<file path="src/sv/rar_pkg.sv">
// ============================================================================
// rar_pkg
// Shared types and codes for the rational arithmetic reduce unit.
// ============================================================================
package rar_pkg;

    typedef enum logic [1:0] {
        MODE_ADD = 2'd0,
        MODE_SUB = 2'd1,
        MODE_MUL = 2'd2,
        MODE_DIV = 2'd3
    } t_mode;

    typedef enum logic [1:0] {
        STAT_OK       = 2'd0,
        STAT_ZERO_DEN = 2'd1,
        STAT_OVERFLOW = 2'd2
    } t_status;

    localparam int FIELD_W = 32;
    localparam int MAG_W   = 64;

    typedef struct packed {
        logic [1:0]                mode;
        logic signed [FIELD_W-1:0] left_num;
        logic signed [FIELD_W-1:0] left_den;
        logic signed [FIELD_W-1:0] right_num;
        logic signed [FIELD_W-1:0] right_den;
    } t_in_word;

    typedef struct packed {
        logic signed [63:0] result_num;
        logic [62:0]        result_den;
        logic [1:0]         status;
    } t_out_word;

    // Classified job handed from front to back
    typedef struct packed {
        logic             err;
        logic [MAG_W-1:0] num;
        logic [MAG_W-1:0] den;
        logic             neg;
    } t_job;

endpackage

</file>
<file path="src/sv/rar_queue.sv">
// ============================================================================
// rar_queue
// Two-entry job queue between front and back.
// ============================================================================
module rar_queue (
    input  logic          i_clk,
    input  logic          i_rst_n,
    input  logic          i_push,
    input  rar_pkg::t_job i_job,
    input  logic          i_pop,
    output logic          o_full,
    output logic          o_empty,
    output rar_pkg::t_job o_job
);
    rar_pkg::t_job r_mem [2];
    logic       r_wp, r_rp;
    logic [1:0] r_cnt;

    assign o_full  = (r_cnt == 2'd2);
    assign o_empty = (r_cnt == 2'd0);
    assign o_job   = r_mem[r_rp];

    // Advance pointers and count
    always_ff @(posedge i_clk) begin
        if (!i_rst_n) begin
            r_wp <= 1'b0; r_rp <= 1'b0; r_cnt <= 2'd0;
        end else begin
            if (i_push) r_wp <= !r_wp;
            if (i_pop)  r_rp <= !r_rp;
            r_cnt <= r_cnt + 2'(i_push) - 2'(i_pop);
        end
    end

    always_ff @(posedge i_clk) begin
        if (i_push) r_mem[r_wp] <= i_job;
    end
endmodule

</file>
<file path="config.mk">
export PLATFORM = sky130hd
export DESIGN_NAME = rar_queue
export DESIGN_NICKNAME = d
export VERILOG_FILES = /design/src/sv/rar_pkg.sv /design/src/sv/rar_queue.sv
export SDC_FILE = /design/constraint.sdc
export NUM_CORES = 1
export LEC_CHECK = 0
export BUFFER_PORTS_ARGS = -buffer_cell sky130_fd_sc_hd__buf_2
export CORE_MARGIN = 1
export CORE_UTILIZATION = 35
export CTS_BUF_LIST = sky130_fd_sc_hd__clkbuf_2 sky130_fd_sc_hd__clkbuf_4 sky130_fd_sc_hd__clkbuf_8
export CTS_CLUSTER_DIAMETER = 100
export CTS_CLUSTER_SIZE = 28
export DETAILED_ROUTE_END_ITERATION = 7
export SLEW_MARGIN = 40
export SYNTH_ARGS = -nofsm -noshare
export SYNTH_HDL_FRONTEND = slang
export SYNTH_SLANG_ARGS = --single-unit
</file>
<file path="constraint.sdc">
create_clock -name i_clk -period 14.85 [get_ports i_clk]
set_input_delay 2.2275 -clock i_clk [delete_from_list [all_inputs] [get_ports i_clk]]
set_output_delay 2.2275 -clock i_clk [all_outputs]
set_load 0.03 [all_outputs]
</file>
==> results.toml <==
[drt]
viasPerCell = 4.60
antenna_left = 0
drtPass1Iterations = 6
wire_per_inst_um = 17.7
num_vias = 4804
wl_mm = 18.5
drcViolationCount = 0
initialDrtViolationCount = 243

[synthesis]
yosysTopAreaCell = "edfxtp_1"
synth.most_common_cell = "edfxtp_1"
synth.area.top_cells = "edfxtp_1 81%, mux2_2 15%, buf_6 1.2%, dfxtp_1 1.0%, and2_1 0.26%"
synth_fp_nets = 561
netlist_top_cells_count = "260 x edfxtp_1, 130 x mux2_2, 10 x buf_6"
netlist.area_leader.share_pct = 81.1
synth_top_flop_cell = "edfxtp_1"
synth_async_sr_flop_share_pct = 0
synthCells = 425
ys_types = 14
ys_seq_area_share_pct = 82.1
synth-seq-cells = 265
synth_warnings = 0
avgSynthCellArea_um2 = 22.7
synth_edf_count = 260
syn_area_um2 = 9630

[timing]
finalCriticalPeriod_ns = 4.54
worst_hold_slack_ns = 0.589
clock_skew_ns = 0.0140
finalSetupViolCount = 0
drv_slew = 0
rsz0062_at_grt = "false"
clock.fmax_mhz = 220
fin_setup_tns_ns = 0
worst_pin_slew_ns = 0.693
max_slew_margin_pct = 53.8
post-route-period-util_pct = 30.6
hold_violations = 0

[power]
ir_drop_uv = 103
pwr-share-clk_pct = 21.5
p_comb_share_pct = 16.1
switching_power_mw = 0.365
switching_share_pct = 26.0
p_leak_nw = 4.24
p_per_area_nw_per_um2 = 121
seqPwrFrac_pct = 62.4
p_int_mw = 1.04

[grt]
grt_pass1_vias = 5113
grt_max_degree = 71
grt_usage_pct = 12.6
grt-ovfl-total = 0
grt_pass1_wl_mm = 27.7
antenna_found_initial = 2

[worst_hold_path]
min_path_type = "flop to flop"

[finish]
area_growth_syn_to_layout_pct = 20.2
nets = 833
fin_area_um2 = 11600
drive_above_1_share_pct = 60.1

[clocking]
root_buffer = "clkbuf_8"
postCtsResizedCells = 0
numCtsBuffers = 13
cts_hold_buffers = 0
htree_levels = 1
clkSlewWorstSetupHoldPaths_ns = 0.15
clk_latency_ns = 0.53
post_cts_buffers = 0
clock-sinks = 265
cts_tree = "done"
clk_path_buf_depth = 3

[placement]
place.gp.congestion = 0.743
placed_area_um2 = 11300
portBuffers = 265
dp_hpwl_mm = 12.1

[floorplanning]
core_area_um2 = 27000
die_w_um = 168
rows = 60
ioPinCount = 266
initial_core_util_pct = 35.7
dieArea_um2 = 28200
die_y_um = 168

[setup_path]
crit_fanout = 70
worst_ep_arrival_time_ns = 2.31
cp_cell_sequence = "buf_6 > mux2_2 > buf_2"
slowest_stage = "buf_6"
path_class = "flop to output port"
worstSetupEndpointType = "output port"
required_ns = 12.62
worstSetupStartpointType = "flop"
critPathMaxStageDelay_ns = 0.57

[outcome]
status = "completed"

[run]
maxCapViolCount = 0
-- power groups by stage --
| stage | combinational (mW) | clock (mW) | sequential (mW) |
|---|---|---|---|
| 2_1_floorplan | 0.160 | 0 | 0.893 |
| 3_3_place_gp | 0.218 | 0 | 0.895 |
| 3_5_place_dp | 0.223 | 0 | 0.898 |
| 4_1_cts | 0.224 | 0.316 | 0.880 |
| 5_1_grt | 0.240 | 0.338 | 0.879 |
| 6_report | 0.225 | 0.302 | 0.875 |
-- area by class of cell --
| cell class | instances | area [um^2] |
|---|---|---|
| antenna | 1 | 2.50 |
| clock buffer | 16 | 201 |
| clock inverter | 4 | 23.8 |
| fill | 2389 | 15400 |
| inverter | 2 | 7.51 |
| multi-input combinational | 144 | 1590 |
| sequential | 265 | 7910 |
| tap | 341 | 427 |
| timing repair buffer | 271 | 1410 |
-- layout by cell type (no fill, tap or decap) --
master / instances
clkbuf_8: 13
xor2_1: 1
clkinv_1: 2
edfxtp_1: 260
inv_1: 2
nor2_1: 1
dfxtp_4: 1
nor2b_1: 3
clkinv_4: 1
ha_1: 2
and2_1: 3
buf_2: 265
nor2b_4: 1
clkbuf_4: 3
dfxtp_1: 4
diode_2: 1
xnor3_1: 1
buf_12: 2
clkinvlp_4: 1
buf_6: 4
mux2_2: 130
and2_4: 1
o21a_1: 1
-- cell families after synthesis --
logic type,count (synthesis),synth area share [%]
simple gates,9,0.558
flops,265,82.1
buf+inv,16,1.48
mux,130,15.2
xor+xnor,2,0.325
compound gates,1,0.0780
fa+ha+maj,2,0.260
-- worst paths after layout --
check,from,slack [ns],depth (start not counted),end
max,flop,10.31,3,o_job[59]
min,r_rp,0.59,2,flop
max reg2reg,r_wp,12.68,3,r_mem[1][118]
min reg2reg,r_rp,0.59,2,flop
-- state kept, by name, indices dropped and copies added, names as in the netlist, named ones only --
| signal | cells |
|---|---|
| r_wp | 1 |
| r_mem | 260 |
| r_cnt | 2 |
| r_rp | 1 |
-- through the flow --
step / utilization [%] / total power [mW] / setup WS (ns) / cells
final: 43.0 / 1.40 / 10.31 / 1044
after global routing: 43.0 / 1.46 / 10.16 / 1044
after CTS: 42.9 / 1.42 / 9.78 / 1042
after detailed placement: 42.0 / 1.12 / 10.39 / 1022
after global placement: 41.9 / 1.11 / 10.24 / 1021
after floorplan: - / 1.05 / 6.32 / 425
-- per-layer routing --
metal  track usage, %  wire, um  part of all wire (%)
met1             14.4      7270                    39
met2             22.4      9340                    50
met3             4.14      1490                   8.1
met4             3.55       391                   2.1
met5                0        17                 0.092
-- worst max-delay path: cells and delay by family, from the launching register on --
kind / cells / cell delay [ns]
DFF: 1 / 0.56
muxes: 1 / 0.43
buffers and inverters: 2 / 0.75
Note: power is estimated with default switching activity, not from simulation.
