## config.mk

```make
export PLATFORM = sky130hd
export DESIGN_NAME = rar_back
export DESIGN_NICKNAME = d
export VERILOG_FILES = /design/src/sv/rar_pkg.sv /design/src/sv/rar_back.sv
export SDC_FILE = /design/constraint.sdc
export NUM_CORES = 2
export LEC_CHECK = 0
export BUFFER_PORTS_ARGS = -buffer_cell sky130_fd_sc_hd__buf_2
export CAP_MARGIN = 20
export CORE_ASPECT_RATIO = 0.7
export CORE_MARGIN = 1
export CORE_UTILIZATION = 50
export DETAILED_ROUTE_END_ITERATION = 16
export PLACE_DENSITY = 0.64
export SLEW_MARGIN = 10
export SYNTH_ARGS = -nofsm -noshare
export SYNTH_HDL_FRONTEND = slang
export SYNTH_SLANG_ARGS = --single-unit
```

## constraint.sdc

```tcl
create_clock -name i_clk -period 8.81 [get_ports i_clk]
set_input_delay 1.3215 -clock i_clk [delete_from_list [all_inputs] [get_ports i_clk]]
set_output_delay 1.3215 -clock i_clk [all_outputs]
set_load 0.02 [all_outputs]
```

## src/sv/rar_pkg.sv

```systemverilog
// ============================================================================
// rar_pkg
// Shared types and codes for the rational arithmetic reduce unit.
// ============================================================================
package rar_pkg;

    typedef enum logic [1:0] {
        MODE_ADD = 2'd0,
        MODE_SUB = 2'd1,
        MODE_MUL = 2'd2,
        MODE_DIV = 2'd3
    } t_mode;

    typedef enum logic [1:0] {
        STAT_OK       = 2'd0,
        STAT_ZERO_DEN = 2'd1,
        STAT_OVERFLOW = 2'd2
    } t_status;

    localparam int FIELD_W = 32;
    localparam int MAG_W   = 64;

    typedef struct packed {
        logic [1:0]                mode;
        logic signed [FIELD_W-1:0] left_num;
        logic signed [FIELD_W-1:0] left_den;
        logic signed [FIELD_W-1:0] right_num;
        logic signed [FIELD_W-1:0] right_den;
    } t_in_word;

    typedef struct packed {
        logic signed [63:0] result_num;
        logic [62:0]        result_den;
        logic [1:0]         status;
    } t_out_word;

    // Classified job handed from front to back
    typedef struct packed {
        logic             err;
        logic [MAG_W-1:0] num;
        logic [MAG_W-1:0] den;
        logic             neg;
    } t_job;

endpackage

```

## src/sv/rar_back.sv

```systemverilog
// ============================================================================
// rar_back
// Reduces one job: binary gcd, then two restoring divisions by the gcd.
// ============================================================================
module rar_back (
    input  logic               i_clk,
    input  logic               i_rst_n,
    input  logic               i_empty,
    input  rar_pkg::t_job      i_job,
    output logic               o_pop,
    output logic               o_strobe,
    output rar_pkg::t_out_word o_word
);
    typedef enum logic [4:0] {
        S_IDLE = 5'b00001,
        S_GCD  = 5'b00010,
        S_DIVN = 5'b00100,
        S_DIVD = 5'b01000,
        S_OUT  = 5'b10000
    } t_bstate;

    t_bstate     r_state, n_state;
    logic [63:0] r_num, r_den, r_a, r_b, r_g, r_q, r_rem, r_qn;
    logic [5:0]  r_sh;
    logic [5:0]  r_cnt;
    logic        r_neg, r_err, r_zero;
    logic        r_strobe;
    rar_pkg::t_out_word r_word;

    assign o_pop    = (r_state == S_IDLE) && !i_empty;
    assign o_strobe = r_strobe;
    assign o_word   = r_word;

    // One restoring division step
    logic [64:0] rem_sh;
    logic [63:0] div_src;
    logic        fits;
    logic [63:0] rem_nx;
    assign div_src = (r_state == S_DIVN) ? r_num : r_den;
    assign rem_sh  = {r_rem, div_src[6'd63 - r_cnt]};
    assign fits    = (rem_sh >= {1'b0, r_g});
    assign rem_nx  = fits ? 64'(rem_sh - {1'b0, r_g}) : rem_sh[63:0];

    logic last;
    assign last = (r_cnt == 6'd63);

    always_comb begin
        n_state = r_state;
        case (r_state)
            S_IDLE: if (!i_empty) n_state = S_GCD;
            S_GCD: begin
                if (r_err || r_zero)   n_state = S_OUT;
                else if (r_a == r_b)   n_state = S_DIVN;
            end
            S_DIVN: if (last) n_state = S_DIVD;
            S_DIVD: if (last) n_state = S_OUT;
            S_OUT:  n_state = S_IDLE;
            default: n_state = S_IDLE;
        endcase
    end

    always_ff @(posedge i_clk) begin
        if (!i_rst_n) begin
            r_state  <= S_IDLE;
            r_strobe <= 1'b0;
        end else begin
            r_state  <= n_state;
            r_strobe <= (r_state == S_OUT);
        end
    end

    // Datapath: load the job, strip common twos, subtract-and-shift gcd, then shift in quotient bits
    always_ff @(posedge i_clk) begin
        case (r_state)
            S_IDLE: begin
                r_num  <= i_job.num;
                r_den  <= i_job.den;
                r_a    <= i_job.num;
                r_b    <= i_job.den;
                r_neg  <= i_job.neg;
                r_err  <= i_job.err;
                r_zero <= (i_job.num == 64'd0);
                r_sh   <= 6'd0;
            end
            S_GCD: begin
                if (r_a != r_b) begin
                    if (!r_a[0] && !r_b[0]) begin
                        r_a <= r_a >> 1; r_b <= r_b >> 1; r_sh <= r_sh + 6'd1;
                    end else if (!r_a[0]) r_a <= r_a >> 1;
                    else if (!r_b[0])     r_b <= r_b >> 1;
                    else if (r_a > r_b)   r_a <= (r_a - r_b) >> 1;
                    else                  r_b <= (r_b - r_a) >> 1;
                end else begin
                    r_g <= r_a << r_sh;
                end
                r_cnt <= 6'd0;
                r_rem <= 64'd0;
            end
            S_DIVN, S_DIVD: begin
                r_q <= {r_q[62:0], fits};
                if (last) begin
                    r_cnt <= 6'd0;
                    r_rem <= 64'd0;
                    if (r_state == S_DIVN) r_qn <= {r_q[62:0], fits};
                end else begin
                    r_cnt <= r_cnt + 6'd1;
                    r_rem <= rem_nx;
                end
            end
            default: ;
        endcase
    end

    // Format the result word
    always_ff @(posedge i_clk) begin
        if (r_state == S_OUT) begin
            if (r_err) begin
                r_word <= '{64'sd0, 63'd0, rar_pkg::STAT_ZERO_DEN};
            end else if (r_zero) begin
                r_word <= '{64'sd0, 63'd1, rar_pkg::STAT_OK};
            end else if (!r_neg && r_qn[63]) begin
                r_word <= '{64'sd0, 63'd0, rar_pkg::STAT_OVERFLOW};
            end else begin
                r_word.result_num <= r_neg ? (~r_qn + 64'd1) : r_qn;
                r_word.result_den <= r_q[62:0];
                r_word.status     <= rar_pkg::STAT_OK;
            end
        end
    end
endmodule
```

==> results.py <==
metrics = {
    "outcome": {
        "run_status": "finished, final reports clean",
    },
    "cells_and_area": {
        "final_cell_mix": "edfxtp_1, nor2_1, a21oi_1",
        "drive_gt1_share_pct": 13.6,
        "final_common_cell": "edfxtp_1",
        "area_delta_synth_final_pct": 10.5,
        "final_nets": 4658,
        "stdcell_area_um2": 47100,
    },
    "grt": {
        "grt_max_degree": 158,
        "grt_overflow_total": 0,
        "track_usage_pct": 32.6,
        "busiest_layer": "met1",
        "grt_pass1_wl_um": 208000,
        "grt_pass1_vias": 31500,
        "grt_use_met3_pct": 8.15,
        "grtUsageMet2_pct": 44.8,
        "grt_use_met1_pct": 50.4,
        "antenna_found_initial": 7,
    },
    "drt": {
        "vias": 34900,
        "drt_iter0_markers": 4445,
        "routed_via_density": 6.33,
        "drc_errors": 0,
        "wl_um": 143000,
        "routedWlPerCell_um": 25.9,
        "drt-pass1-iter-count": 6,
        "drtAntennaViolNets": 0,
    },
    "clocking": {
        "cts_resized": 0,
        "insertion_delay_ns": 0.67,
        "numClockSinks": 661,
        "cts_made_buffers": 68,
        "root_buffer": "clkbuf_16",
        "cts_buffer_depth": 3,
        "hold_buffers": 0,
        "cts_tree": "yes",
        "cts.htree.levels": 3,
        "clk_pin_slew_ns": 0.06,
        "cts_setup_buffers": 0,
    },
    "sta": {
        "setup_viol": 0,
        "fin_crit_ns": 6.40,
        "finalCritPeriodShare_pct": 72.6,
        "slew_violations": 0,
        "report.final.hold_viol_count": 0,
        "worst-slew-pin-transition_ns": 1.21,
        "slew_headroom_pct": 18.9,
        "clock_skew_ns": 0.0469,
        "rsz0062_at_grt": "false",
        "finalSetupTns_ns": 0,
        "fmax_mhz": 156,
    },
    "placed_design": {
        "placed_area_um2": 44800,
        "gp_congestion": 1.00,
        "port_buffers": 263,
        "dp_hpwl_um": 109000,
    },
    "floorplan": {
        "core_area_um2": 84300,
        "die_h_um": 246,
        "die_area_um2": 86400,
        "ios": 264,
        "start_util_pct": 50.6,
        "rows": 89,
        "die_w_um": 351,
    },
    "yosys": {
        "synth_flop_cell": "edfxtp_1",
        "yosysUniqueCellTypes": 74,
        "yosysWarnings": 0,
        "seq_area_frac_synth_pct": 46.4,
        "synthCells": 4214,
        "synth_top_area_cell": "edfxtp_1",
        "synth_area_um2": 42600,
        "syn_nets": 4547,
        "synth_async_sr_flop_share_pct": 0,
        "avgSynthCellArea_um2": 10.1,
        "synth_area_leaders": "edfxtp_1, ha_1, mux4_2, nor2_1, a21oi_1",
        "ys_ff_latch": 661,
        "synth_top_area_share_pct": 46.2,
        "synth-edff-count": 655,
    },
    "hold_path": {
        "hold_path_depth": 0,
        "holdCritStartpoint": "r_q[30]$_DFFE_PN_",
        "min_path_type": "reg2reg",
    },
    "critical_path": {
        "cp_cell_sequence": "nor3_1, nand3b_1, buf_4, mux4_2, mux4_2, mux2i_1, mux4_2, ha_1, fa_1, nor2b_1, o31a_1, o211ai_1, a2111oi_0, o31ai_1, a211oi_1, o21ai_0, a2111oi_0, mux2i_1, nand2_1",
        "critPathCaptureType": "flop",
        "crit_family": "compound AO/OA/AOI/OAI gates",
        "cp_common_cell": "mux4_2",
        "setup.worst_path.start_class": "flop",
        "worstPathRequired_ns": 9.20,
        "cp_slowest_stage_delay_ns": 0.72,
        "path_buf_inv": 1,
        "arrival_ns": 6.80,
        "critPathMaxFanout": 33,
        "timing.rr.start": "r_state[3]$_SDFFE_PN0P_",
        "ff2ff_path_depth": 19,
        "crit_start": "r_state[3]$_SDFFE_PN0P_",
        "slowest_stage": "a2111oi_0",
        "timing_worst_setup_path_type": "reg2reg",
        "critical_path_cell_count": 19,
    },
    "power": {
        "cellLeakagePower_nw": 18.1,
        "power.density_nw_per_um2": 229,
        "peakVddDrop_mv": 0.263,
    },
    "flow_run": {
        "drv_cap": 0,
    },
}
[per-layer routing]
metal | vias up | part of all wire [%]
li1 | 15900 | -
met1 | 17000 | 45
met2 | 1898 | 40
met3 | 188 | 12
met4 | 6 | 2.7
met5 | - | 0.022
[Yosys cell counts, drive strengths merged, types with 39 or more instances]
| cell type | n |
|---|---|
| ha | 197 |
| inv | 240 |
| nand3 | 47 |
| nor2 | 548 |
| xor2 | 120 |
| a21o | 94 |
| nand2 | 271 |
| mux2i | 84 |
| mux4 | 95 |
| xnor2 | 107 |
| a221oi | 84 |
| nor3 | 69 |
| a21oi | 372 |
| mux2 | 39 |
| edfxtp | 655 |
| nand4 | 68 |
| clkbuf | 235 |
| o21bai | 53 |
| o21ai | 238 |
| and3 | 82 |
[sequential cells by signal, summed over array words and instances (netlist names), 63 cells and up]
name	cells
r_qn	64
r_b	64
o_word	129
r_q	63
r_num	64
r_rem	64
r_den	64
r_g	64
r_a	64
[cell families after synthesis]
group | after synthesis | synth area share, %
simple gates | 1290 | 14.1
compound gates | 1110 | 16.4
flops | 661 | 46.4
buf+inv | 508 | 4.48
xor+xnor | 227 | 4.67
mux | 218 | 8.02
fa+ha+maj | 200 | 5.92
[power breakdown]
group	internal [mW]	switching, mW	leakage [nW]	total (mW)
logic	1.31	2.49	10.9	3.80
registers	3.76	0.244	6.13	4.00
clock network	1.66	1.31	1.08	2.97
[stage by stage]
stage                     setup WS, ns  total power, mW  utilization (%)  hold WS [ns]  cells
final                             2.41             10.8             55.9         0.463   5517
after global routing              1.94             11.2             55.8         0.473   5515
after CTS                         2.49             10.7             55.8         0.466   5507
after detailed placement          2.49             7.70             53.1         0.446   5387
after global placement            2.66             7.71             53.1         0.437   5387
after floorplan                   2.34             6.50                -         0.417   4214
[final cells by class]
cell class	instances	area, µm²
fill	7476	37200
multi-input combinational	3045	21000
sequential	661	19800
clock buffer	75	1750
timing repair buffer	309	1720
tap	1137	1420
inverter	240	906
clock inverter	45	475
antenna	5	12.5
[worst paths after layout]
path                        endpoint  slack (ns)
max          r_rem[62]$_SDFFCE_PP0P_        2.41
min                r_q[31]$_DFFE_PN_        0.46
max reg2reg  r_rem[62]$_SDFFCE_PP0P_        2.41
min reg2reg        r_q[31]$_DFFE_PN_        0.46
(Power assumes the default switching activity.)
